`src/rtl/core/chc_pkg.sv`:
```
package chc_pkg;

    localparam int ANGLE_ITERATIONS_DEFAULT      = 16;
    localparam int HEADING_FRACTION_BITS_DEFAULT = 6;

    localparam int ANGLE_UNIT_BITS = 20;
    localparam int CORDIC_WIDTH    = 32;
    localparam int DIGIT_WIDTH     = 4;
    localparam int DIGIT_COUNT     = CORDIC_WIDTH / DIGIT_WIDTH;
    localparam int TABLE_LEN       = 24;
    localparam int TABLE_INDEX_W   = 5;

    localparam logic [14:0] HEADING_OFFSET_RESET = 15'd7040;

    localparam logic [1:0] OP_SEED    = 2'd0;
    localparam logic [1:0] OP_TRACK   = 2'd1;
    localparam logic [1:0] OP_HEADING = 2'd2;

    typedef struct packed {
        logic        [1:0]  operation;
        logic signed [15:0] x_sample;
        logic signed [15:0] y_sample;
    } t_in_beat;

    typedef struct packed {
        logic        [14:0] heading;
        logic signed [15:0] x_correction;
        logic signed [15:0] y_correction;
    } t_out_beat;

    typedef struct packed {
        logic load;
        logic step;
        logic first;
        logic sub;
    } t_lane_ctrl;

    typedef enum logic [3:0] {
        ST_IDLE,
        ST_PREP,
        ST_LOAD,
        ST_ITER,
        ST_ROUND,
        ST_WRAP_TURN,
        ST_SUB_OFFSET,
        ST_WRAP_OFFSET,
        ST_DONE
    } t_state;

    // Arctangent of 2^-index in 2^-20 degree units, rounded to nearest.
    function automatic logic [CORDIC_WIDTH-1:0] arctan_entry(
        input logic [TABLE_INDEX_W-1:0] index
    );
        logic [CORDIC_WIDTH-1:0] value;
        case (index)
            5'd0:    value = 32'd47185920;
            5'd1:    value = 32'd27855475;
            5'd2:    value = 32'd14718068;
            5'd3:    value = 32'd7471121;
            5'd4:    value = 32'd3750058;
            5'd5:    value = 32'd1876857;
            5'd6:    value = 32'd938658;
            5'd7:    value = 32'd469357;
            5'd8:    value = 32'd234682;
            5'd9:    value = 32'd117342;
            5'd10:   value = 32'd58671;
            5'd11:   value = 32'd29335;
            5'd12:   value = 32'd14668;
            5'd13:   value = 32'd7334;
            5'd14:   value = 32'd3667;
            5'd15:   value = 32'd1833;
            5'd16:   value = 32'd917;
            5'd17:   value = 32'd458;
            5'd18:   value = 32'd229;
            5'd19:   value = 32'd115;
            5'd20:   value = 32'd57;
            5'd21:   value = 32'd29;
            5'd22:   value = 32'd14;
            5'd23:   value = 32'd7;
            default: value = '0;
        endcase
        return value;
    endfunction

endpackage

```
`src/rtl/core/chc_serial_lane.sv`:
```
module chc_serial_lane (
    input  logic                                    i_clk,
    input  chc_pkg::t_lane_ctrl                     i_ctrl,
    input  logic [chc_pkg::CORDIC_WIDTH-1:0]        i_load_value,
    input  logic [chc_pkg::DIGIT_WIDTH-1:0]         i_operand,
    output logic [chc_pkg::CORDIC_WIDTH-1:0]        o_value
);

    logic [chc_pkg::CORDIC_WIDTH-1:0] r_value;
    logic [chc_pkg::CORDIC_WIDTH-1:0] n_value;
    logic                             r_carry;
    logic                             n_carry;
    logic                             carry_in;
    logic [chc_pkg::DIGIT_WIDTH:0]    digit_sum;

    // The register rotates one digit per step, least significant digit first;
    // each new sum digit enters at the top.
    always_comb begin
        carry_in  = i_ctrl.first ? i_ctrl.sub : r_carry;
        digit_sum = {1'b0, r_value[chc_pkg::DIGIT_WIDTH-1:0]}
                  + {1'b0, i_operand ^ {chc_pkg::DIGIT_WIDTH{i_ctrl.sub}}}
                  + {{chc_pkg::DIGIT_WIDTH{1'b0}}, carry_in};
        n_value   = r_value;
        n_carry   = r_carry;
        if (i_ctrl.load) begin
            n_value = i_load_value;
        end else if (i_ctrl.step) begin
            n_value = {digit_sum[chc_pkg::DIGIT_WIDTH-1:0],
                       r_value[chc_pkg::CORDIC_WIDTH-1:chc_pkg::DIGIT_WIDTH]};
            n_carry = digit_sum[chc_pkg::DIGIT_WIDTH];
        end
    end

    always_ff @(posedge i_clk) begin
        r_value <= n_value;
        r_carry <= n_carry;
    end

    assign o_value = r_value;

endmodule

```
`src/rtl/core/compass_heading_calibrated.sv`:
```
// Calibrated compass heading with hard-iron correction.
// Input channel (i_in_valid, o_in_ready, i_in_data) carries one sample beat with an
// operation code. A seed beat loads the X and Y minima and maxima with the sample,
// a track beat widens them; both finish in the cycle they are accepted and give no
// result. A heading beat forms the offsets, corrects the sample and runs a CORDIC
// that adds one 4-bit digit per cycle on each of the X, Y and angle lanes. Its
// result leaves on (o_out_valid, i_out_ready, o_out_data) after the iterations,
// the rounding, the angle wrap steps and the offset subtraction; the wrap steps
// repeat until the angle lies within one turn. A zero corrected vector skips the
// iterations. The input channel stays closed while a heading is in flight, so a
// new beat is taken only once that heading has left its last state.
// The output register frees the input side: new beats are taken while a result
// waits. A second heading finishing under a stalled receiver waits in its last
// state until the output register is free.
// The configuration channel (i_cfg_valid, o_cfg_ready, i_cfg_data) is always ready.
// Reset clears the minima and maxima, drops any pending result and sets the
// heading offset to 110 degrees.
module compass_heading_calibrated #(
    parameter int ANGLE_ITERATIONS      = chc_pkg::ANGLE_ITERATIONS_DEFAULT,
    parameter int HEADING_FRACTION_BITS = chc_pkg::HEADING_FRACTION_BITS_DEFAULT
) (
    input  logic               i_clk,
    input  logic               i_rst_n,
    input  logic               i_in_valid,
    output logic               o_in_ready,
    input  chc_pkg::t_in_beat  i_in_data,
    output logic               o_out_valid,
    input  logic               i_out_ready,
    output chc_pkg::t_out_beat o_out_data,
    input  logic               i_cfg_valid,
    output logic               o_cfg_ready,
    input  logic [14:0]        i_cfg_data
);

    localparam int CW          = chc_pkg::CORDIC_WIDTH;
    localparam int DW          = chc_pkg::DIGIT_WIDTH;
    localparam int ITER_W      = $clog2(ANGLE_ITERATIONS);
    localparam int DIGIT_CNT_W = $clog2(chc_pkg::DIGIT_COUNT);
    localparam int ROUND_SHIFT = chc_pkg::ANGLE_UNIT_BITS - HEADING_FRACTION_BITS;

    localparam logic signed [CW-1:0] FULL_TURN  = CW'(360 << HEADING_FRACTION_BITS);
    localparam logic signed [CW-1:0] ROUND_HALF = CW'(1 << (ROUND_SHIFT - 1));
    localparam logic signed [CW-1:0] QUARTER    = CW'(90 << chc_pkg::ANGLE_UNIT_BITS);
    localparam logic [ITER_W-1:0]      LAST_ITER  = ITER_W'(ANGLE_ITERATIONS - 1);
    localparam logic [DIGIT_CNT_W-1:0] LAST_DIGIT = DIGIT_CNT_W'(chc_pkg::DIGIT_COUNT - 1);

    function automatic logic signed [15:0] offset_of(
        input logic signed [15:0] lowest,
        input logic signed [15:0] highest
    );
        logic signed [16:0] diff;
        logic signed [16:0] half;
        logic signed [17:0] res;
        diff = $signed({highest[15], highest}) - $signed({lowest[15], lowest});
        half = (diff + $signed({16'b0, diff[16]})) >>> 1;
        res  = $signed({half[16], half}) - $signed({{2{highest[15]}}, highest});
        return res[15:0];
    endfunction

    function automatic logic [DW-1:0] shifted_digit(
        input logic [CW-1:0]                     value,
        input logic                              sign,
        input logic [chc_pkg::TABLE_INDEX_W-1:0] shift,
        input logic [DIGIT_CNT_W-1:0]            digit
    );
        logic [DW-1:0] result;
        logic [5:0]    pos;
        logic [6:0]    bit_index;
        for (int k = 0; k < DW; k++) begin
            pos       = {1'b0, shift} + 6'(k);
            bit_index = 7'({digit, 2'b00}) + 7'(pos);
            result[k] = (bit_index < 7'(CW)) ? value[pos[4:0]] : sign;
        end
        return result;
    endfunction

    chc_pkg::t_state r_state;
    chc_pkg::t_state n_state;

    logic signed [15:0] r_x_lowest;
    logic signed [15:0] r_x_highest;
    logic signed [15:0] r_y_lowest;
    logic signed [15:0] r_y_highest;
    logic [14:0]        r_heading_offset;
    logic signed [15:0] r_x_sample;
    logic signed [15:0] r_y_sample;
    logic signed [15:0] r_x_corr;
    logic signed [15:0] r_y_corr;
    logic [ITER_W-1:0]      r_iter;
    logic [DIGIT_CNT_W-1:0] r_digit;
    logic               r_pos;
    logic               r_x_sign;
    logic               r_y_sign;
    logic signed [CW-1:0] r_h;
    logic               r_out_valid;
    chc_pkg::t_out_beat r_out_data;

    logic in_fire;
    logic out_load;
    logic zero_vec;
    logic last_step;

    logic signed [15:0] x_fixed;
    logic signed [15:0] y_fixed;
    logic [CW-1:0] x_scaled;
    logic [CW-1:0] y_scaled;
    logic [CW-1:0] x_start;
    logic [CW-1:0] y_start;
    logic [CW-1:0] ang_start;

    logic [CW-1:0] x_val;
    logic [CW-1:0] y_val;
    logic [CW-1:0] ang_val;
    logic          first_digit;
    logic          x_sgn;
    logic          y_sgn;
    logic          dir_pos;
    logic [chc_pkg::TABLE_INDEX_W-1:0] table_index;
    logic [CW-1:0] table_value;
    logic [DW-1:0] x_operand;
    logic [DW-1:0] y_operand;
    logic [DW-1:0] ang_operand;
    logic signed [CW-1:0] ang_round;

    chc_pkg::t_lane_ctrl x_ctrl;
    chc_pkg::t_lane_ctrl y_ctrl;
    chc_pkg::t_lane_ctrl ang_ctrl;

    assign in_fire     = i_in_valid && o_in_ready;
    assign last_step   = (r_digit == LAST_DIGIT) && (r_iter == LAST_ITER);
    assign o_cfg_ready = 1'b1;

    // Corrected sample, scaled by 256 and turned into the right half plane.
    always_comb begin
        x_fixed   = r_x_sample + r_x_corr;
        y_fixed   = r_y_sample + r_y_corr;
        x_scaled  = {{8{x_fixed[15]}}, x_fixed, 8'h00};
        y_scaled  = {{8{y_fixed[15]}}, y_fixed, 8'h00};
        zero_vec  = (x_fixed == '0) && (y_fixed == '0);
        x_start   = x_scaled;
        y_start   = y_scaled;
        ang_start = '0;
        if (x_fixed[15]) begin
            if (!y_fixed[15]) begin
                x_start   = y_scaled;
                y_start   = -x_scaled;
                ang_start = QUARTER;
            end else begin
                x_start   = -y_scaled;
                y_start   = x_scaled;
                ang_start = -QUARTER;
            end
        end
    end

    always_comb begin
        first_digit = (r_digit == '0);
        x_sgn       = first_digit ? x_val[CW-1] : r_x_sign;
        y_sgn       = first_digit ? y_val[CW-1] : r_y_sign;
        dir_pos     = first_digit ? (!y_val[CW-1] && (|y_val)) : r_pos;
        table_index = chc_pkg::TABLE_INDEX_W'(r_iter);
        table_value = chc_pkg::arctan_entry(table_index);
        x_operand   = shifted_digit(y_val, y_sgn, table_index, r_digit);
        y_operand   = shifted_digit(x_val, x_sgn, table_index, r_digit);
        ang_operand = table_value[{r_digit, 2'b00} +: DW];
        ang_round   = $signed(ang_val) + ROUND_HALF;
    end

    always_comb begin
        n_state = r_state;
        case (r_state)
            chc_pkg::ST_IDLE: begin
                if (in_fire && (i_in_data.operation == chc_pkg::OP_HEADING)) begin
                    n_state = chc_pkg::ST_PREP;
                end
            end
            chc_pkg::ST_PREP: begin
                n_state = chc_pkg::ST_LOAD;
            end
            chc_pkg::ST_LOAD: begin
                n_state = zero_vec ? chc_pkg::ST_ROUND : chc_pkg::ST_ITER;
            end
            chc_pkg::ST_ITER: begin
                if (last_step) begin
                    n_state = chc_pkg::ST_ROUND;
                end
            end
            chc_pkg::ST_ROUND: begin
                n_state = chc_pkg::ST_WRAP_TURN;
            end
            chc_pkg::ST_WRAP_TURN: begin
                if (!r_h[CW-1] && (r_h < FULL_TURN)) begin
                    n_state = chc_pkg::ST_SUB_OFFSET;
                end
            end
            chc_pkg::ST_SUB_OFFSET: begin
                n_state = chc_pkg::ST_WRAP_OFFSET;
            end
            chc_pkg::ST_WRAP_OFFSET: begin
                if (!r_h[CW-1]) begin
                    n_state = chc_pkg::ST_DONE;
                end
            end
            chc_pkg::ST_DONE: begin
                if (!r_out_valid || i_out_ready) begin
                    n_state = chc_pkg::ST_IDLE;
                end
            end
            default: begin
                n_state = chc_pkg::ST_IDLE;
            end
        endcase
    end

    always_comb begin
        o_in_ready = (r_state == chc_pkg::ST_IDLE);
        out_load   = (r_state == chc_pkg::ST_DONE) && (!r_out_valid || i_out_ready);
        x_ctrl.load    = (r_state == chc_pkg::ST_LOAD);
        x_ctrl.step    = (r_state == chc_pkg::ST_ITER);
        x_ctrl.first   = first_digit;
        x_ctrl.sub     = !dir_pos;
        y_ctrl.load    = x_ctrl.load;
        y_ctrl.step    = x_ctrl.step;
        y_ctrl.first   = first_digit;
        y_ctrl.sub     = dir_pos;
        ang_ctrl.load  = x_ctrl.load;
        ang_ctrl.step  = x_ctrl.step;
        ang_ctrl.first = first_digit;
        ang_ctrl.sub   = !dir_pos;
    end

    chc_serial_lane u_x_lane (
        .i_clk        (i_clk),
        .i_ctrl       (x_ctrl),
        .i_load_value (x_start),
        .i_operand    (x_operand),
        .o_value      (x_val)
    );

    chc_serial_lane u_y_lane (
        .i_clk        (i_clk),
        .i_ctrl       (y_ctrl),
        .i_load_value (y_start),
        .i_operand    (y_operand),
        .o_value      (y_val)
    );

    chc_serial_lane u_ang_lane (
        .i_clk        (i_clk),
        .i_ctrl       (ang_ctrl),
        .i_load_value (ang_start),
        .i_operand    (ang_operand),
        .o_value      (ang_val)
    );

    always_ff @(posedge i_clk) begin
        if (!i_rst_n) begin
            r_state          <= chc_pkg::ST_IDLE;
            r_out_valid      <= 1'b0;
            r_x_lowest       <= '0;
            r_x_highest      <= '0;
            r_y_lowest       <= '0;
            r_y_highest      <= '0;
            r_heading_offset <= chc_pkg::HEADING_OFFSET_RESET;
            r_iter           <= '0;
            r_digit          <= '0;
        end else begin
            r_state <= n_state;
            if (i_cfg_valid) begin
                r_heading_offset <= i_cfg_data;
            end
            if (in_fire) begin
                case (i_in_data.operation)
                    chc_pkg::OP_SEED: begin
                        r_x_lowest  <= i_in_data.x_sample;
                        r_x_highest <= i_in_data.x_sample;
                        r_y_lowest  <= i_in_data.y_sample;
                        r_y_highest <= i_in_data.y_sample;
                    end
                    chc_pkg::OP_TRACK: begin
                        if (i_in_data.x_sample < r_x_lowest) begin
                            r_x_lowest <= i_in_data.x_sample;
                        end
                        if (i_in_data.x_sample > r_x_highest) begin
                            r_x_highest <= i_in_data.x_sample;
                        end
                        if (i_in_data.y_sample < r_y_lowest) begin
                            r_y_lowest <= i_in_data.y_sample;
                        end
                        if (i_in_data.y_sample > r_y_highest) begin
                            r_y_highest <= i_in_data.y_sample;
                        end
                    end
                    default: begin
                    end
                endcase
            end
            if (r_state == chc_pkg::ST_LOAD) begin
                r_iter  <= '0;
                r_digit <= '0;
            end else if (r_state == chc_pkg::ST_ITER) begin
                if (r_digit == LAST_DIGIT) begin
                    r_digit <= '0;
                    r_iter  <= r_iter + 1'b1;
                end else begin
                    r_digit <= r_digit + 1'b1;
                end
            end
            if (out_load) begin
                r_out_valid <= 1'b1;
            end else if (i_out_ready) begin
                r_out_valid <= 1'b0;
            end
        end
    end

    always_ff @(posedge i_clk) begin
        if (in_fire) begin
            r_x_sample <= i_in_data.x_sample;
            r_y_sample <= i_in_data.y_sample;
        end
        if (r_state == chc_pkg::ST_PREP) begin
            r_x_corr <= offset_of(r_x_lowest, r_x_highest);
            r_y_corr <= offset_of(r_y_lowest, r_y_highest);
        end
        if ((r_state == chc_pkg::ST_ITER) && first_digit) begin
            r_pos    <= dir_pos;
            r_x_sign <= x_val[CW-1];
            r_y_sign <= y_val[CW-1];
        end
        case (r_state)
            chc_pkg::ST_ROUND: begin
                r_h <= ang_round >>> ROUND_SHIFT;
            end
            chc_pkg::ST_WRAP_TURN: begin
                if (r_h[CW-1]) begin
                    r_h <= r_h + FULL_TURN;
                end else if (r_h >= FULL_TURN) begin
                    r_h <= r_h - FULL_TURN;
                end
            end
            chc_pkg::ST_SUB_OFFSET: begin
                r_h <= r_h - $signed({{(CW - 15){1'b0}}, r_heading_offset});
            end
            chc_pkg::ST_WRAP_OFFSET: begin
                if (r_h[CW-1]) begin
                    r_h <= r_h + FULL_TURN;
                end
            end
            default: begin
            end
        endcase
        if (out_load) begin
            r_out_data.heading      <= r_h[14:0];
            r_out_data.x_correction <= r_x_corr;
            r_out_data.y_correction <= r_y_corr;
        end
    end

    assign o_out_valid = r_out_valid;
    assign o_out_data  = r_out_data;

endmodule

```
`config.mk`:
```
export PLATFORM = sky130hd
export DESIGN_NAME = compass_heading_calibrated
export DESIGN_NICKNAME = d
export VERILOG_FILES = /design/src/rtl/core/chc_pkg.sv /design/src/rtl/core/chc_serial_lane.sv /design/src/rtl/core/compass_heading_calibrated.sv
export SDC_FILE = /design/constraint.sdc
export NUM_CORES = 1
export LEC_CHECK = 0
export BUFFER_PORTS_ARGS = -buffer_cell sky130_fd_sc_hd__clkbuf_2
export CORE_ASPECT_RATIO = 0.9
export CORE_MARGIN = 8
export CORE_UTILIZATION = 43
export CTS_CLUSTER_SIZE = 28
export DETAILED_ROUTE_END_ITERATION = 8
export SETUP_SLACK_MARGIN = 0.15
export SLEW_MARGIN = 20
export SYNTH_ARGS = -nofsm -noshare
export SYNTH_HDL_FRONTEND = slang
export SYNTH_SLANG_ARGS = --single-unit
```
`constraint.sdc`:
```
create_clock -name i_clk -period 10.8 [get_ports i_clk]
set_clock_uncertainty 0.15 [all_clocks]
set_input_delay 1.08 -clock i_clk [delete_from_list [all_inputs] [get_ports i_clk]]
set_output_delay 1.08 -clock i_clk [all_outputs]
set_load 0.1 [all_outputs]
```
==> impl_metrics.py, run 1 <==
metrics = {
    "die": {
        "initial_utilization": 0.436,
        "chipWidth_um": 276,
        "floorplan.die_area_um2": 68800,
        "design.portCount": 104,
        "chipHeight_um": 250,
        "core-area_um2": 59900,
        "floorplan.rows": 85,
    },
    "yosys": {
        "yosys-top-cells-area": "sky130_fd_sc_hd__edfxtp_1 (28%), sky130_fd_sc_hd__ha_1 (9.9%), sky130_fd_sc_hd__dfxtp_1 (9.0%)",
        "synth-edff-count": 245,
        "ys_seq_elements": 362,
        "synth_largest_type_area_fraction": 0.282,
        "synth-async-reset-ratio": 0,
        "muxShareOfSynthArea": 0.0961,
        "part_of_the_yosys_area_used_for_sequential_elements": 0.372,
        "syn-mean-instance-area_um2": 9.67,
        "synth_cell_types": 96,
        "yosys_warnings": 0,
        "synth_xor_xnor_area_share": 0.0626,
        "synthSimpleGateAreaFrac": 0.162,
        "synthesis.instances": 2699,
        "synth_compound_area_frac": 0.156,
        "synth_top_family_by_area": "simple AND/OR/NAND/NOR gates",
        "mappedNetlistArea_um2": 26100,
        "adder_cell_area_share_of_the_yosys_netlist": 0.109,
        "ys_dominant_reg_cell": "sky130_fd_sc_hd__edfxtp_1",
        "synth_fp_nets": 2973,
        "yosys.area.top_type": "sky130_fd_sc_hd__edfxtp_1",
    },
    "setup_path": {
        "end_kind": "register",
        "path_class": "reg2reg",
        "timing.critical_path.slowest_cell_delay_ns": 0.76,
        "worst-path-max-fanout": 5,
        "critPathRequiredTime_ns": 10.98,
        "worstPathArrival_ns": 5.72,
        "timing.critical_path.cells": "inv_1 -> ha_1 -> fa_1 -> nor2b_1 -> o21ai_1 -> a21o_1 -> a21o_1 -> a2111oi_2 -> nor3_1 -> xor2_1 -> ha_1 -> inv_1 -> fa_1 -> a21o_1 -> a21oi_1 -> o21bai_1 -> a21o_1 -> a21oi_1 -> o211ai_1 -> a31o_2 -> a21oi_1 -> xnor2_1",
        "critical_path.startpoint_type": "register",
        "crit_path_frequent_cell": "sky130_fd_sc_hd__a21o_1",
        "cp_slowest_cell": "sky130_fd_sc_hd__a2111oi_2",
    },
    "cts": {
        "clkSinkCount": 362,
        "post_cts_resize_count": 0,
        "htree_num_levels": 2,
        "cell_chosen_for_the_clock_root": "sky130_fd_sc_hd__clkbuf_16",
        "cts_max_path_buffers": 3,
        "post-cts-setup-buffer-count": 0,
        "cts_buffers": 44,
        "tritoncts": "built",
        "cts.hold.buffers_added": 0,
        "clkLatencyLatePin_ns": 0.57,
        "cts.reportedPaths.clkPinSlew_ns": 0.06,
    },
    "routing": {
        "route.detailed.vias_per_inst": 5.80,
        "totalWireLength_mm": 69.1,
        "dr_total_vias": 20691,
        "final_antenna_net_count": 0,
        "drc": 0,
        "wl_per_cell_um": 19.4,
        "initialDrtViolationCount": 1410,
        "drt_pass1_iterations": 7,
    },
    "timing": {
        "finalSetupTns_ns": 0,
        "hold_slack_ns": 0.315,
        "tightest_slew_ns": 1.09,
        "maxSlewViolCount": 0,
        "finalHoldViolCount": 0,
        "grt_setup_unrepaired": "false",
        "clock.fmax_mhz": 180,
        "post-route-worst-setup-slack_ns": 5.25,
        "finalCriticalPeriod_ns": 5.55,
        "fin_crit_sh": 0.513,
        "max_slew_margin": 0.276,
        "finalSetupViolCount": 0,
    },
    "grt": {
        "first_global_vias": 20633,
        "grt_antenna_before_repair": 1,
        "global_route.usage.total": 0.195,
        "global_route_congestion_overflow_total": 0,
        "grt_first_pass_wirelength_mm": 110,
        "pin_count_of_the_biggest_net_entering_global_routing": 112,
    },
    "finish": {
        "design.final.nets": 3022,
        "drive_gt1_frac": 0.115,
        "post-route-util": 0.481,
        "commonest_non_fill_non_tap_cells_in_the_layout": "sky130_fd_sc_hd__edfxtp_1 (245), sky130_fd_sc_hd__nor2_1 (236), sky130_fd_sc_hd__nand2_1 (211)",
        "diodes": 0,
        "final_common_cell": "sky130_fd_sc_hd__edfxtp_1",
        "syn2layout_area_growth_pct": 10.3,
    },
    "pwr": {
        "p_per_area_nw_per_um2": 162,
        "p_leak_nw": 10.9,
        "vdd.ir_drop.worst_uv": 145,
    },
    "place": {
        "place.detailed.hpwl_mm": 51.8,
        "pre_cts_ws_ns": 5.26,
        "routabilityCongestion": 0.951,
        "numPortBuffers": 102,
    },
    "hold_path": {
        "holdCritPathClass": "reg2reg",
    },
    "job": {
        "drv.max_cap_violation_count": 0,
    },
    "outcome": {
        "outcome": "completed",
    },
}
[per-stage QoR]
step                power, W  cells  instance area, µm²
floorplan            0.00283   2699               26100
global placement     0.00313   3485               27300
detailed placement   0.00317   3485               27300
CTS                  0.00469   3566               28800
global route         0.00492   3566               28800
finish               0.00466   3566               28800
[per-layer routing]
layer	share of wire	vias up	routed length [µm]	GRT usage
li1	-	10061	-	-
met5	0.00010	-	7	0
met1	0.44	9933	30500	0.254
met3	0.051	119	3540	0.0282
met2	0.48	576	33200	0.332
met4	0.028	2	1910	0.0620
[worst max-delay path: cells and delay by family (launching register included)]
kind                     cells  cell delay [ns]
AO/OA/AOI/OAI               12             2.90
AND/OR/NAND/NOR              2             0.30
buffers and inverters        2             0.11
XOR/XNOR                     2             0.27
adder cells (fa/ha/maj)      4             1.19
flip-flops                   1             0.38
[power by group]
group | switching, W | internal (W) | leakage [nW]
registers | 0.0000418 | 0.00157 | 3.18
logic | 0.000895 | 0.000645 | 7.02
clock network | 0.000606 | 0.000898 | 0.739
total | 0.00154 | 0.00312 | 10.9
[synth_stat cells, types with 13 or more instances]
master                       n
sky130_fd_sc_hd__a211oi_1   24
sky130_fd_sc_hd__a21o_1     50
sky130_fd_sc_hd__a21oi_1   149
sky130_fd_sc_hd__a31oi_1    22
sky130_fd_sc_hd__and2_1     51
sky130_fd_sc_hd__and3_1     25
sky130_fd_sc_hd__buf_2      15
sky130_fd_sc_hd__clkbuf_1   89
sky130_fd_sc_hd__dfxtp_1   117
sky130_fd_sc_hd__edfxtp_1  245
sky130_fd_sc_hd__fa_1       13
sky130_fd_sc_hd__ha_1      207
sky130_fd_sc_hd__inv_1     157
sky130_fd_sc_hd__mux2i_1   105
sky130_fd_sc_hd__mux4_2     63
sky130_fd_sc_hd__nand2_1   211
sky130_fd_sc_hd__nand2b_1   30
sky130_fd_sc_hd__nand3_1    73
sky130_fd_sc_hd__nand4_1    21
sky130_fd_sc_hd__nor2_1    236
sky130_fd_sc_hd__nor2b_1    25
sky130_fd_sc_hd__nor3_1     57
sky130_fd_sc_hd__nor4_1     31
sky130_fd_sc_hd__o211ai_1   26
sky130_fd_sc_hd__o21a_1     30
sky130_fd_sc_hd__o21ai_0   165
sky130_fd_sc_hd__o22ai_1    17
sky130_fd_sc_hd__or2_2      17
sky130_fd_sc_hd__or3_1      22
sky130_fd_sc_hd__xnor2_1   105
sky130_fd_sc_hd__xor2_1     79
[cell families after synthesis]
| logic type | Yosys count |
|---|---|
| flip-flops | 362 |
| adder cells (fa/ha/maj) | 220 |
| multiplexers | 171 |
| other | 1 |
| AO/OA/AOI/OAI | 627 |
| AND/OR/NAND/NOR | 854 |
| buffers and inverters | 279 |
| XOR/XNOR | 185 |
[final timing paths]
kind             startpoint        endpoint  slack, ns  depth (start not counted)
min reg2reg  r_y_lowest[15]  r_y_lowest[15]       0.32                          2
max reg2reg  r_x_highest[0]    r_x_corr[14]       5.25                         22
max          r_x_highest[0]    r_x_corr[14]       5.25                         22
min          r_y_lowest[15]  r_y_lowest[15]       0.32                          2
[registers in the layout, summed over array words and instances (netlist names), 4 cells and up]
signal	flops
r_state	4
r_x_highest	16
u_x_lane.o_value	32
o_out_data	47
r_iter	4
r_x_lowest	16
r_y_lowest	16
r_y_corr	16
r_y_highest	16
u_ang_lane.o_value	32
r_y_sample	16
table_value	26
r_h	32
r_x_corr	16
r_heading_offset	15
u_y_lane.o_value	32
r_x_sample	16
[cell type report]
| type | count | area [µm²] |
|---|---|---|
| inverters | 160 | 602 |
| fillers | 5577 | 31100 |
| well taps | 783 | 980 |
| clock buffers | 60 | 1270 |
| flip-flops and latches | 362 | 9700 |
| repair buffers | 122 | 661 |
| clock inverters | 21 | 208 |
| multi-input cells | 2058 | 15400 |
Power figures use the tool's default switching activity.
==> inputs of run 2 (changes only) <==
--- a/config.mk
+++ b/config.mk
@@ -5,6 +5,7 @@
 export SDC_FILE = /design/constraint.sdc
 export NUM_CORES = 1
 export LEC_CHECK = 0
+export ABC_AREA = 1
 export BUFFER_PORTS_ARGS = -buffer_cell sky130_fd_sc_hd__clkbuf_2
 export CORE_ASPECT_RATIO = 0.9
 export CORE_MARGIN = 8
==> constraint.sdc (replaced) <==
create_clock -name i_clk -period 5.5 [get_ports i_clk]
set_clock_uncertainty 0.15 [all_clocks]
set_input_delay 0.55 -clock i_clk [delete_from_list [all_inputs] [get_ports i_clk]]
set_output_delay 0.55 -clock i_clk [all_outputs]
set_load 0.1 [all_outputs]
==> impl_metrics.py, run 2 <==
metrics = {
    "finish": {
        "commonest_non_fill_non_tap_cells_in_the_layout": "sky130_fd_sc_hd__nand2_1 (790), sky130_fd_sc_hd__inv_1 (518), sky130_fd_sc_hd__nor2_1 (374)",
        "syn2layout_area_growth_pct": 10.4,
        "final_common_cell": "sky130_fd_sc_hd__nand2_1",
        "design.final.nets": 3991,
        "drive_gt1_frac": 0.0722,
        "number_of_flip_flops_in_the_largest_register": 47,
    },
    "yosys": {
        "syn-mean-instance-area_um2": 7.34,
        "ys_seq_elements": 362,
        "yosys-top-cells-area": "sky130_fd_sc_hd__edfxtp_1 (27%), sky130_fd_sc_hd__nand2_1 (11%), sky130_fd_sc_hd__ha_1 (9.7%)",
        "ys_dominant_reg_cell": "sky130_fd_sc_hd__edfxtp_1",
        "synth_largest_type_area_fraction": 0.275,
        "synth_most_common_cell": "sky130_fd_sc_hd__nand2_1",
        "mappedNetlistArea_um2": 26800,
        "synth-edff-count": 245,
        "synth-async-reset-ratio": 0,
        "part_of_the_yosys_area_used_for_sequential_elements": 0.362,
        "netlist_top_cells_count": "sky130_fd_sc_hd__nand2_1 (790), sky130_fd_sc_hd__inv_1 (518), sky130_fd_sc_hd__nor2_1 (376), sky130_fd_sc_hd__nand3_1 (302), sky130_fd_sc_hd__a21oi_1 (294)",
        "synthesis.instances": 3645,
        "yosys.area.top_type": "sky130_fd_sc_hd__edfxtp_1",
        "synth_cell_types": 64,
        "synth_fp_nets": 3919,
        "yosys_warnings": 0,
    },
    "routing": {
        "initialDrtViolationCount": 1953,
        "dr_total_vias": 24030,
        "final_antenna_net_count": 0,
        "route.detailed.vias_per_inst": 5.24,
        "wl_per_cell_um": 16.6,
        "totalWireLength_mm": 76.3,
        "drc": 0,
        "drt_pass1_iterations": 5,
    },
    "cts": {
        "tritoncts": "built",
        "post_cts_resize_count": 0,
        "clkLatencyLatePin_ns": 0.58,
        "cts_buffers": 43,
        "htree_num_levels": 2,
        "clkSinkCount": 362,
        "cts_max_path_buffers": 3,
        "cts.reportedPaths.clkPinSlew_ns": 0.06,
        "cell_chosen_for_the_clock_root": "sky130_fd_sc_hd__clkbuf_16",
        "post-cts-setup-buffer-count": 0,
        "cts.hold.buffers_added": 0,
    },
    "setup_path": {
        "timing.reg2reg.setup_slack_ns": 0.78,
        "cp_slowest_cell": "sky130_fd_sc_hd__fa_1",
        "timing.critical_path.cells": "inv_1 -> ha_1 -> fa_1 -> nand3b_1 -> nand2_1 -> nand3_1 -> nand2_1 -> nand2_1 -> nand2_1 -> nand2_1 -> a21oi_2 -> nand4_1 -> xnor2_1 -> inv_1 -> ha_1 -> nand2_1 -> nor3_1 -> a21oi_1 -> o21ai_0 -> a21boi_0 -> o21ai_0 -> nand3_1 -> nand2_1 -> xor2_1",
        "path_class": "reg2reg",
        "path_depth": 24,
        "critical_path.startpoint_type": "register",
        "worstPathArrival_ns": 4.90,
        "crit_path_frequent_cell": "sky130_fd_sc_hd__nand2_1",
        "critPathRequiredTime_ns": 5.68,
        "critPathCapture": "r_x_corr[13]",
        "worst_setup_path_startpoint": "r_x_highest[0]",
        "timing.critical_path.slowest_cell_delay_ns": 0.41,
        "crit_family": "simple AND/OR/NAND/NOR gates",
        "crit_buf_inv": 2,
        "worst-path-max-fanout": 4,
        "regToRegStartpoint": "r_x_highest[0]",
        "end_kind": "register",
        "worstRegToRegCells": 24,
        "crit-reg2reg-capture": "r_x_corr[13]",
    },
    "pwr": {
        "clock_power_share": 0.303,
        "power.share.combinational": 0.356,
        "power.switching_fraction": 0.368,
        "power_frac_seq": 0.341,
        "power.net_switching_w": 0.00348,
        "p_per_area_nw_per_um2": 320,
        "vdd.ir_drop.worst_uv": 217,
        "p_leak_nw": 13.3,
        "internal_power_w": 0.00597,
    },
    "timing": {
        "tightest_slew_ns": 1.04,
        "hold_slack_ns": 0.0515,
        "finalSetupViolCount": 0,
        "finalHoldViolCount": 0,
        "max_slew_margin": 0.309,
        "finalCriticalPeriod_ns": 4.72,
        "grt_setup_unrepaired": "false",
        "finalSetupTns_ns": 0,
        "fin_crit_sh": 0.858,
        "clock.fmax_mhz": 212,
        "maxSlewViolCount": 0,
    },
    "grt": {
        "global_route_congestion_overflow_total": 0,
        "first_global_vias": 21935,
        "pin_count_of_the_biggest_net_entering_global_routing": 97,
        "global_route.usage.total": 0.211,
        "grt_antenna_before_repair": 1,
        "grt_first_pass_wirelength_mm": 121,
    },
    "job": {
        "drv.max_cap_violation_count": 0,
    },
    "hold_path": {
        "holdCritPathClass": "in2reg",
    },
    "outcome": {
        "outcome": "completed",
    },
    "place": {
        "place.detailed.hpwl_mm": 58.9,
        "numPortBuffers": 102,
        "routabilityCongestion": 0.936,
    },
    "die": {
        "chipWidth_um": 279,
        "core-area_um2": 61400,
        "initial_utilization": 0.436,
        "floorplan.rows": 86,
        "chipHeight_um": 253,
        "design.portCount": 104,
        "floorplan.die_area_um2": 70500,
    },
}
## run 2: cell count changes after synthesis, sizes merged, moves of 26 or more
cell    delta
nand2    +587
inv      +374
nand3    +231
nor2     +152
a21oi    +146
mux2i    -105
o21ai     +89
xnor2     -76
mux4      -63
and2      -47
a21o      -42
nand2b    -30
clkbuf    -26
## run 2: power groups by stage
stage / registers [W] / clock network, W / logic [W]
after CTS: 0.00322 / 0.00294 / 0.00333
after detailed placement: 0.00327 / 0 / 0.00332
final: 0.00322 / 0.00286 / 0.00336
after global placement: 0.00327 / 0 / 0.00329
after global routing: 0.00323 / 0.00304 / 0.00384
after floorplan: 0.00324 / 0 / 0.00260
## run 2: worst register-to-register path, delay by kind of cell, from the launching register on
kind                     cells  cell delay (ns)
buffers and inverters        2             0.12
adder cells (fa/ha/maj)      3             0.96
XOR/XNOR                     2             0.27
flip-flops                   1             0.38
AO/OA/AOI/OAI                5             1.21
AND/OR/NAND/NOR             12             1.36
## run 2: area by class of cell
cell class	count	area, µm²
Antenna cell	2	5.00
Sequential cell	362	9700
Clock buffer	51	1180
Multi-Input combinational cell	2645	14600
Timing Repair Buffer	129	713
Inverter	536	2010
Clock inverter	28	234
Tap cell	836	1050
Fill cell	6163	31900
## run 2: per-layer routing
layer	up-vias	wire (µm)	global-route usage
met5	-	0	0
met4	0	1410	0.0465
met3	90	4690	0.0272
met2	631	30700	0.307
met1	10995	39400	0.328
li1	12314	-	-
## run 2: worst min-delay path by stage
stage | cells past startpoint | from | end | slack (ns)
CTS | 3 | i_cfg_data[0] | r_heading_offset[0] | 0.01
detailed placement | 0 | u_y_lane.o_value[31] | r_y_sign | 0.28
global route | 3 | i_cfg_data[11] | r_heading_offset[11] | 0.08
finish | 3 | i_cfg_data[0] | r_heading_offset[0] | 0.05
floorplan | 0 | u_x_lane.o_value[31] | r_x_sign | 0.28
global placement | 0 | u_y_lane.o_value[31] | r_y_sign | 0.28
## run 2: cells by family (layout without fill, tap and decap cells)
family,Yosys count,count (layout),synth area share
buffers and inverters,638,744,0.0919
XOR/XNOR,125,125,0.0415
AO/OA/AOI/OAI,666,666,0.136
other,1,3,0.000140
adder cells (fa/ha/maj),220,220,0.106
AND/OR/NAND/NOR,1633,1633,0.262
flip-flops,362,362,0.362
## run 2: per-stage QoR
stage,setup slack (ns),util,cells,cell area [µm²],power [W]
after detailed placement,0.764,0.458,4508,28100,0.00660
after floorplan,0.262,-,3645,26800,0.00584
after global routing,0.245,0.481,4588,29500,0.0101
after global placement,0.827,0.458,4508,28100,0.00656
after CTS,0.735,0.481,4587,29500,0.00949
final,0.779,0.481,4589,29500,0.00944
==> inputs of run 3 (changes only) <==
--- a/config.mk
+++ b/config.mk
@@ -12,6 +12,7 @@
 export CORE_UTILIZATION = 43
 export CTS_CLUSTER_SIZE = 28
 export DETAILED_ROUTE_END_ITERATION = 8
+export PLACE_DENSITY_LB_ADDON = 0.3
 export SETUP_SLACK_MARGIN = 0.15
 export SLEW_MARGIN = 20
 export SYNTH_ARGS = -nofsm -noshare
==> impl_metrics.py, run 3 (synthesis gave the netlist of run 2 again) <==
metrics = {
    "outcome": {
        "outcome": "completed",
    },
    "routing": {
        "drc": 0,
        "final_antenna_net_count": 0,
        "initialDrtViolationCount": 1981,
        "totalWireLength_mm": 73.7,
        "drt_pass1_iterations": 6,
        "dr_total_vias": 24131,
        "wl_per_cell_um": 16.1,
        "route.detailed.vias_per_inst": 5.26,
    },
    "die": {
        "initial_utilization": 0.436,
        "chipHeight_um": 253,
        "chipWidth_um": 279,
        "design.portCount": 104,
        "floorplan.rows": 86,
        "floorplan.die_area_um2": 70500,
        "core-area_um2": 61400,
    },
    "finish": {
        "commonest_non_fill_non_tap_cells_in_the_layout": "sky130_fd_sc_hd__nand2_1 (790), sky130_fd_sc_hd__inv_1 (518), sky130_fd_sc_hd__nor2_1 (374)",
        "final_common_cell": "sky130_fd_sc_hd__nand2_1",
        "post-route-util": 0.483,
        "number_of_flip_flops_in_the_largest_register": 47,
        "syn2layout_area_growth_pct": 10.9,
        "final_area_um2": 29700,
        "design.final.nets": 3986,
        "drive_gt1_frac": 0.0723,
    },
    "pwr": {
        "vdd.ir_drop.worst_uv": 217,
        "p_per_area_nw_per_um2": 327,
        "p_leak_nw": 13.4,
    },
    "grt": {
        "grt_antenna_before_repair": 2,
        "first_global_vias": 21655,
        "grt_use_met3": 0.0281,
        "most_utilized_layer_in_the_global_route_result": "met1",
        "pin_count_of_the_biggest_net_entering_global_routing": 98,
        "global_route.usage.total": 0.203,
        "global_route_congestion_overflow_total": 0,
        "met1_global_route_usage": 0.305,
        "grt_first_pass_wirelength_mm": 116,
        "globalRouteMet2Util": 0.301,
    },
    "setup_path": {
        "critical_path.startpoint_type": "register",
        "cp_slowest_cell": "sky130_fd_sc_hd__fa_1",
        "crit_path_frequent_cell": "sky130_fd_sc_hd__nand2_1",
        "worstRegToRegCells": 24,
        "path_class": "reg2reg",
        "critPathRequiredTime_ns": 5.68,
        "timing.critical_path.slowest_cell_delay_ns": 0.41,
        "worstPathArrival_ns": 4.93,
        "crit-reg2reg-capture": "r_x_corr[13]",
        "regToRegStartpoint": "r_x_highest[0]",
        "timing.reg2reg.setup_slack_ns": 0.75,
        "worst-path-max-fanout": 4,
        "timing.critical_path.cells": "inv_1 -> ha_1 -> fa_1 -> nand3b_1 -> nand2_1 -> nand3_1 -> nand2_1 -> nand2_1 -> nand2_1 -> nand2_1 -> a21oi_2 -> nand4_1 -> xnor2_1 -> inv_1 -> ha_1 -> nand2_1 -> nor3_1 -> a21oi_1 -> o21ai_0 -> a21boi_0 -> o21ai_0 -> nand3_1 -> nand2_1 -> xor2_1",
        "end_kind": "register",
    },
    "cts": {
        "cts_buffers": 43,
        "post_cts_resize_count": 0,
        "cts.hold.buffers_added": 0,
        "post-cts-setup-buffer-count": 0,
        "cell_chosen_for_the_clock_root": "sky130_fd_sc_hd__clkbuf_16",
        "clkLatencyLatePin_ns": 0.57,
        "htree_num_levels": 2,
        "tritoncts": "built",
        "cts_max_path_buffers": 3,
        "cts.reportedPaths.clkPinSlew_ns": 0.06,
        "clkSinkCount": 362,
    },
    "timing": {
        "grt_setup_unrepaired": "false",
        "clock.fmax_mhz": 210,
        "finalCriticalPeriod_ns": 4.75,
        "finalSetupTns_ns": 0,
        "maxSlewViolCount": 0,
        "finalHoldViolCount": 0,
        "tightest_slew_ns": 1.06,
        "max_slew_margin": 0.288,
        "fin_crit_sh": 0.864,
        "finalSetupViolCount": 0,
    },
    "place": {
        "numPortBuffers": 102,
        "place.detailed.hpwl_mm": 56.5,
        "routabilityCongestion": 0.926,
        "placed_cell_area_um2": 28100,
    },
    "hold_path": {
        "hp-start": "i_cfg_data[9]",
        "hold-path-endpoint": "r_heading_offset[9]",
        "holdCritPathClass": "in2reg",
        "hold-path-cell-count": 3,
    },
    "job": {
        "drv.max_cap_violation_count": 0,
    },
}
run 3: cell types whose count changed in the layout (fill, tap and decap cells not counted), sizes merged:
cell,previous run,this run
buf,27,22
diode,2,1
clkinvlp,6,3
clkbuf,153,156
bufinv,2,7
clkinv,19,18
inv,537,534
run 3: critical path, delay by kind of cell, from the launching register on:
family,cells,cell delay (ns)
flops,1,0.38
simple gates,12,1.41
buf+inv,2,0.12
compound gates,5,1.25
fa+ha+maj,3,0.96
xor+xnor,2,0.24
run 3: routing by layer:
| layer | wire length, µm | vias to the layer above | share of wire |
|---|---|---|---|
| li1 | - | 12287 | - |
| met1 | 36600 | 11029 | 0.50 |
| met2 | 30800 | 727 | 0.42 |
| met3 | 4880 | 88 | 0.066 |
| met4 | 1490 | 0 | 0.020 |
| met5 | 0 | - | 0 |
run 3: worst max path at each step:
stage / startpoint / to / slack [ns]
after floorplan: r_state[2] / u_ang_lane.o_value[0] / 0.26
after global placement: r_x_highest[0] / r_x_corr[13] / 0.88
after detailed placement: r_x_highest[0] / r_x_corr[13] / 0.76
after CTS: r_x_highest[0] / r_x_corr[13] / 0.74
after global routing: r_x_highest[0] / r_x_corr[13] / 0.29
final: r_x_highest[0] / r_x_corr[13] / 0.75
run 3: area by class of cell:
| cell class | count | area (µm²) |
|---|---|---|
| Sequential cell | 362 | 9700 |
| Inverter | 536 | 2010 |
| Clock buffer | 54 | 1260 |
| Fill cell | 6044 | 31800 |
| Tap cell | 836 | 1050 |
| Multi-Input combinational cell | 2645 | 14600 |
| Timing Repair Buffer | 124 | 676 |
| Antenna cell | 1 | 2.50 |
| Clock inverter | 26 | 338 |
run 3: metrics by stage:
stage	setup slack, ns	power, W	hold slack, ns	instances
2_1_floorplan	0.262	0.00584	0.276	3645
3_3_place_gp	0.885	0.00653	0.280	4503
3_5_place_dp	0.763	0.00656	0.284	4503
5_1_grt	0.285	0.0104	0.0228	4584
4_1_cts	0.738	0.00975	0.00609	4583
6_report	0.749	0.00972	0.0402	4584
run 3: report_power, final:
part | switching, W | total, W | leakage, nW | internal, W
Clock | 0.00121 | 0.00318 | 0.786 | 0.00197
Combinational | 0.00215 | 0.00333 | 9.41 | 0.00118
Sequential | 0.0000821 | 0.00322 | 3.19 | 0.00313
